$ cat src/rtl/rmbb_cell.sv
// One rectangle cell: holds a box, tests a run against it, shifts towards the output.
module rmbb_cell #(
  parameter int CW = 11,
  parameter int RW = 10
) (
  input  logic          clk,
  input  logic          rst,
  input  logic          clear,
  input  logic          shift,
  input  logic          valid_in,
  input  logic [CW-2:0] left_in,
  input  logic [CW-1:0] right_in,
  input  logic [RW-1:0] top_in,
  input  logic [RW-1:0] bottom_in,
  input  logic          test,
  input  logic          claim_in,
  input  logic          load,
  input  logic [CW-2:0] run_start,
  input  logic [CW-1:0] run_end,
  input  logic [RW-1:0] row,
  input  logic [7:0]    side_dev,
  output logic          claim_out,
  output logic          valid,
  output logic [CW-2:0] left_col,
  output logic [CW-1:0] right_col,
  output logic [RW-1:0] top_row,
  output logic [RW-1:0] bottom_row
);
  logic          hit;
  logic [CW-1:0] dl;
  logic [CW-1:0] dr;
  logic [CW-1:0] rs;
  logic [CW-1:0] lc;

  // Edge distances for the match test
  always_comb begin
    rs = {1'b0, run_start};
    lc = {1'b0, left_col};
    dl = (rs > lc) ? rs - lc : lc - rs;
    dr = (run_end > right_col) ? run_end - right_col : right_col - run_end;
    hit = valid && (row != '0) && (bottom_row + RW'(1) == row) &&
          (dl <= CW'(side_dev)) && (dr <= CW'(side_dev));
  end

  // First matching cell up the chain takes the run
  assign claim_out = claim_in || (test && hit);

  always_ff @(posedge clk) begin
    if (rst || clear) begin
      valid <= 1'b0;
    end else if (shift) begin
      valid <= valid_in;
    end else if (load) begin
      valid <= 1'b1;
    end
    if (shift) begin
      left_col   <= left_in;
      right_col  <= right_in;
      top_row    <= top_in;
      bottom_row <= bottom_in;
    end else if (load) begin
      left_col   <= run_start;
      right_col  <= run_end;
      top_row    <= row;
      bottom_row <= row;
    end else if (test && hit && !claim_in) begin
      bottom_row <= row;
      if (run_start < left_col) left_col <= run_start;
      if (run_end > right_col) right_col <= run_end;
    end
  end
endmodule

$ cat config.mk
export PLATFORM = sky130hd
export DESIGN_NAME = rmbb_cell
export DESIGN_NICKNAME = d
export VERILOG_FILES = /design/src/rtl/rmbb_cell.sv
export SDC_FILE = /design/constraint.sdc
export NUM_CORES = 1
export LEC_CHECK = 0
export ABC_AREA = 1
export BUFFER_PORTS_ARGS = -buffer_cell sky130_fd_sc_hd__buf_4
export CORE_MARGIN = 3
export CORE_UTILIZATION = 50
export CTS_BUF_LIST = sky130_fd_sc_hd__clkbuf_4 sky130_fd_sc_hd__clkbuf_8
export CTS_CLUSTER_SIZE = 8
export DETAILED_ROUTE_END_ITERATION = 6
export PLACE_DENSITY_LB_ADDON = 0.08
export SLEW_MARGIN = 20
export SYNTH_ARGS = -nofsm -noshare
export SYNTH_HDL_FRONTEND = slang
export SYNTH_SLANG_ARGS = --single-unit
$ cat constraint.sdc
create_clock -name clk -period 5.8 [get_ports clk]
set_clock_uncertainty 0.2 [all_clocks]
set_input_delay 1.16 -clock clk [delete_from_list [all_inputs] [get_ports clk]]
set_output_delay 1.16 -clock clk [all_outputs]
set_load 0.05 [all_outputs]
## After elaboration in Yosys (flattened, before gate mapping)

Cells that the tools add are included.

| operators by class | value |
|---|---|
| equality and inequality tests | 1 |
| reductions and logical operators | 16 |
| mux-type cells | 17 |
| magnitude comparators | 5 |
| add/subtract/negate cells | 5 |

Operators with widths:

| cell | number |
|---|---|
| 10-bit two-way mux | 9 |
| 11-bit two-way mux | 6 |
| 11-bit by 8-bit less-or-equal comparator with 1-bit output | 2 |
| 10-bit by 10-bit subtractor with 11-bit output | 2 |
| 11-bit subtractor | 2 |
| 11-bit greater-than comparator | 1 |
| 10-bit by 1-bit adder with 10-bit output (second input constant) | 1 |
| 10-bit == test | 1 |
| 10-bit greater-than comparator | 1 |
| 10-bit < comparator | 1 |
| 10-bit nonzero test | 1 |
| 3-bit nonzero test | 3 |
| 1-bit logical AND | 6 |
| 2-bit AND reduction | 2 |
| 1-bit logical OR | 2 |
| 1-bit two-way mux | 2 |
| 2-bit nonzero test | 1 |
| 1-bit zero test | 1 |

| storage, ports and cells | value |
|---|---|
| bits in registers | 42 |
| output and inout bits | 43 |
| bits of input ports | 88 |
| logic and storage cells | 49 |

## Depth between registers and ports, before layout

| depth | value |
|---|---|
| word-level depth | 10 |
| depth in mapped cells | 31 |
| depth with buffers taken out | 30 |

## Worst setup path after synthesis

Ideal clock, no wire load.

| path | value |
|---|---|
| path kind | input to output |
| from | input run_end[7] |
| to | output claim_out |
| stages | 28 |
| arrival time | 4.126 ns |
| setup slack | 0.314 ns |
| data required time | 4.440 ns |
| path buffers | 2 |
| path through | inv_1 -> ha_1 -> buf_2 -> nand2_1 -> inv_2 -> nand2_4 -> nor2_8 -> nand4_4 -> nand2_4 -> buf_8 -> nand2_2 -> o21ai_2 -> nand3_1 -> nand2_1 -> xor2_1 -> inv_1 -> ha_1 -> nand2_1 -> nor2_1 -> nand3_1 -> nand3b_1 -> nand2_1 -> nand2_1 -> nor2_1 -> nand3_1 -> nor2_2 -> nand2_2 -> nand2_1 |

| on the way | value |
|---|---|
| cells in the longest elaborated chain, start to end | 6 |
| elaborated cells on any way between the ends | 8 |
| those cells by class | add/sub (2); order compare (2); mux (1); reduce/logical (3) |

RTL lines:

| what | RTL line | text |
|---|---|---|
| start, declared | 19 | `input logic [CW-1:0] run_end,` |
| 11-bit subtractor or 11-bit greater-than comparator (tied branches) | 40 | `dr = (run_end > right_col) ? run_end - right_col : right_col - run_end;` |
| 11-bit two-way mux * | 40 |  |
| 11-bit by 8-bit less-or-equal comparator with 1-bit output * | 42 | `(dl <= CW'(side_dev)) && (dr <= CW'(side_dev));` |
| 1-bit logical AND * | 42 |  |
| 1-bit logical AND * | 46 | `assign claim_out = claim_in \|\| (test && hit);` |
| 1-bit logical OR * | 46 |  |
| end, declared | 22 | `output logic claim_out,` |

Every way passes the cells marked *; elsewhere a longest branch is shown, timed or not.

## Worst setup path in the final report

Same ends and word-level chain as after synthesis.

==> out/summary.json <==
{
  "share_of_the_yosys_chip_area_belonging_to_registers": {"value": 25.4, "unit": "%"},
  "grt_first_pass_wirelength": {"value": 22.8, "unit": "mm"},
  "p_per_area": {"value": 240, "unit": "mW/mm^2"},
  "endpoint_kind": {"value": "output port"},
  "synthesis.area": {"value": 0.00492, "unit": "sq mm"},
  "total_nets_final": {"value": 1038},
  "area_growth_syn_to_layout": {"value": 32.8, "unit": "%"},
  "grt_start_max_net_pins": {"value": 64},
  "worst_ir_drop_vdd": {"value": 0.132, "unit": "mV"},
  "reg2reg_to": {"value": "right_col[5]$_DFFE_PP_"},
  "max-clock-path-buffers": {"value": 2},
  "number_of_cts_inserted_buffers": {"value": 5},
  "timing.critical_path.fanout_max": {"value": 7},
  "timing_hold_violations_final": {"value": 0},
  "place_congestion": {"value": 0.940},
  "synth_enable_flop_cells": {"value": 41},
  "psw": {"value": 0.713, "unit": "mW"},
  "post-route-min-period": {"value": 5.59, "unit": "ns"},
  "worstPathArrival": {"value": 4.23, "unit": "ns"},
  "clkSlewWorstSetupHoldPaths": {"value": 0.09, "unit": "ns"},
  "port-buffer-count": {"value": 130},
  "design.die.area": {"value": 0.0111, "unit": "sq mm"},
  "r2r_slack": {"value": 1.44, "unit": "ns"},
  "min-delay-path-class": {"value": "reg2reg"},
  "ys_ff_latch": {"value": 42},
  "synth-async-reset-ratio": {"value": 0, "unit": "%"},
  "path_common_cell": {"value": "nand2_1"},
  "yosysUniqueCellTypes": {"value": 39},
  "slew_headroom": {"value": 58.7, "unit": "%"},
  "wire_per_inst": {"value": 14.0, "unit": "um"},
  "antenna-diode-count": {"value": 0},
  "rr_worst_depth": {"value": 25},
  "clk-insertion-delay-late": {"value": 0.31, "unit": "ns"},
  "ctsHtreeMaxLevel": {"value": 2},
  "hold-path-endpoint": {"value": "valid$_SDFFE_PP0N_"},
  "p_leak": {"value": 3.56, "unit": "nW"},
  "detailedRoute.firstPassIterationCount": {"value": 5},
  "max_slew.worst_pin.slew": {"value": 0.619, "unit": "ns"},
  "ant_nets": {"value": 0},
  "die-height": {"value": 105, "unit": "um"},
  "layout-drive-gt1-share": {"value": 24.9, "unit": "%"},
  "critical_path_required": {"value": 4.44, "unit": "ns"},
  "die_width": {"value": 105, "unit": "um"},
  "syn-num-nets": {"value": 899},
  "start_util": {"value": 52.2, "unit": "%"},
  "layoutNonFillerInstCount": {"value": 1018},
  "antenna_found_initial": {"value": 0},
  "drc": {"value": 0},
  "cp-start-kind": {"value": "input pin"},
  "grt_pass1_vias": {"value": 4989},
  "cap_violations": {"value": 0},
  "setup-tns-final": {"value": 0, "unit": "ns"},
  "core-area": {"value": 0.00942, "unit": "sq mm"},
  "period_utilisation_layout": {"value": 96.4, "unit": "%"},
  "power.sequential.fraction": {"value": 25.9, "unit": "%"},
  "combinationalPowerShare": {"value": 57.9, "unit": "%"},
  "vias": {"value": 5152},
  "result_of_the_run": {"value": "finished, final reports clean"},
  "drt_wl_total": {"value": 14.3, "unit": "mm"},
  "cp_slowest_stage_delay": {"value": 0.34, "unit": "ns"},
  "synthDominantCellAreaShare": {"value": 25.0, "unit": "%"},
  "hold_start": {"value": "valid$_SDFFE_PP0N_"},
  "slew_viol_final": {"value": 0},
  "post-place-cells": {"value": 1004},
  "io-pin-count": {"value": 131},
  "overall_global_routing_usage": {"value": 24.8, "unit": "%"},
  "timing.fmax": {"value": 179, "unit": "MHz"},
  "drt_iter0_markers": {"value": 255},
  "crit_slowest_cell": {"value": "ha_1"},
  "hpwlAfterDp": {"value": 11.5, "unit": "mm"},
  "routed_via_density": {"value": 5.06},
  "cts_tree": {"value": "yes"},
  "post_synth_inst_count": {"value": 749},
  "yosys_warnings": {"value": 0},
  "hold_ws": {"value": 0.327, "unit": "ns"},
  "synth_area_leaders": {"value": "edfxtp_1 25%, nand2_1 22%, ha_1 15%, inv_1 9.8%, nand3_1 3.7%"},
  "crit-reg2reg-launch": {"value": "right_col[3]$_DFFE_PP_"},
  "power.switching_fraction": {"value": 45.5, "unit": "%"},
  "timing_worst_setup_path_type": {"value": "in2out"},
  "whs_path_depth": {"value": 2},
  "postSynthAreaPerCell": {"value": 6.57, "unit": "sq um"},
  "globalRouteOverflowTotal": {"value": 0},
  "cts.sinks": {"value": 42},
  "rows": {"value": 35},
  "report.final.setup_viol": {"value": 0},
  "clockPowerShare": {"value": 16.2, "unit": "%"},
  "synthDominantAreaCellType": {"value": "edfxtp_1"},
  "report.power.total": {"value": 1.57, "unit": "mW"},
  "postSynth.topFlopCell": {"value": "edfxtp_1"},
  "cts_root_buffer": {"value": "clkbuf_8"},
  "intPower": {"value": 0.855, "unit": "mW"}
}
-- through the flow --
stage                     area (sq um)  setup slack, ns  utilization, %
after floorplan                   4920            0.314               -
after global placement            6050           0.0596            64.3
after detailed placement          6050          -0.0518            64.3
after CTS                         6220           0.0219            66.1
after global routing              6530          -0.0465            69.4
final                             6530            0.206            69.4
-- worst max-delay path, delay by kind of cell --
family	cells	cell delay [ns]
simple gates	19	1.74
fa+ha+maj	2	0.62
buf+inv	6	0.56
xor+xnor	1	0.14
-- placed cells by master, fill, tap and decap left out, drive strengths merged --
| cell | netlist | final |
|---|---|---|
| nor2 | 50 | 50 |
| or2 | 2 | 2 |
| o21a | 1 | 1 |
| ha | 58 | 58 |
| nand4 | 10 | 10 |
| nand2 | 291 | 291 |
| dfxtp | 1 | 1 |
| xor2 | 11 | 11 |
| nand3b | 4 | 4 |
| mux2i | 1 | 1 |
| nand3 | 37 | 37 |
| xnor2 | 10 | 10 |
| inv | 134 | 135 |
| a21boi | 1 | 1 |
| nand2b | 1 | 1 |
| fa | 4 | 4 |
| buf | 5 | 145 |
| a21o | 2 | 2 |
| bufinv | 0 | 1 |
| edfxtp | 41 | 41 |
| o21ai | 35 | 35 |
| o21bai | 5 | 5 |
| a31oi | 1 | 1 |
| clkinv | 1 | 2 |
| nor3 | 2 | 2 |
| a21oi | 32 | 32 |
| clkbuf | 8 | 5 |
| nor4 | 1 | 1 |
-- power groups by stage --
| stage | sequential, mW | clock [mW] | combinational [mW] |
|---|---|---|---|
| final | 0.406 | 0.254 | 0.908 |
| after global routing | 0.411 | 0.268 | 1.00 |
| after CTS | 0.402 | 0.257 | 0.831 |
| after detailed placement | 0.408 | 0 | 0.816 |
| after global placement | 0.407 | 0 | 0.802 |
| after floorplan | 0.517 | 0 | 0.469 |
-- cells in the mapped netlist, types with 2 or more instances --
| master | instances |
|---|---|
| a21o_1 | 2 |
| a21oi_1 | 32 |
| buf_2 | 3 |
| clkbuf_1 | 8 |
| edfxtp_1 | 41 |
| fa_1 | 4 |
| ha_1 | 58 |
| inv_1 | 129 |
| inv_2 | 5 |
| nand2_1 | 283 |
| nand2_2 | 5 |
| nand2_4 | 3 |
| nand3_1 | 36 |
| nand3b_1 | 4 |
| nand4_1 | 9 |
| nor2_1 | 46 |
| nor2_2 | 3 |
| nor3_1 | 2 |
| o21ai_0 | 31 |
| o21ai_1 | 2 |
| o21ai_2 | 2 |
| o21bai_1 | 5 |
| xnor2_1 | 10 |
| xor2_1 | 11 |
-- cell type report --
class / count / area [sq um]
Multi-Input combinational cell: 559 / 3390
Fill cell: 819 / 2880
Sequential cell: 42 / 1250
Timing Repair Buffer: 145 / 1110
Inverter: 135 / 513
Tap cell: 129 / 161
Clock buffer: 5 / 68.8
Clock inverter: 3 / 43.8
-- sequential cells by signal, indices dropped and copies added, names as in the netlist --
name / count
bottom_row: 10
left_col: 10
right_col: 11
top_row: 10
valid: 1
-- logic make-up (layout without fill, tap and decap cells) --
logic type	Yosys count	in the layout	synth area share (%)
mux	1	1	0.204
fa+ha+maj	62	62	16.4
simple gates	398	398	34.0
buf+inv	148	288	11.8
compound gates	77	77	8.47
xor+xnor	21	21	3.74
flops	42	42	25.4
-- layer usage --
metal	vias up	GRT usage (%)	share of wire, %
met5	-	0	0
met1	2358	32.6	44
li1	2618	-	-
met4	0	5.15	1.2
met2	161	43.1	49
met3	15	3.77	5.5
-- how the worst max path moves through the flow --
stage	from	end	slack [ns]	cells past startpoint
after floorplan	run_end[7]	claim_out	0.31	28
after global placement	run_end[2]	claim_out	0.06	26
after detailed placement	run_end[2]	claim_out	-0.05	26
after CTS	run_end[8]	claim_out	0.02	28
after global routing	run_end[4]	claim_out	-0.05	27
final	run_end[7]	claim_out	0.21	28
-- what timing repair did --
item,CTS,global route
setup endpoints to repair,1,1
buffers inserted,1,5
pin swaps,1,16
hold buffers,0,0
gates resized for setup,6,54
Power figures use the tool's default switching activity.
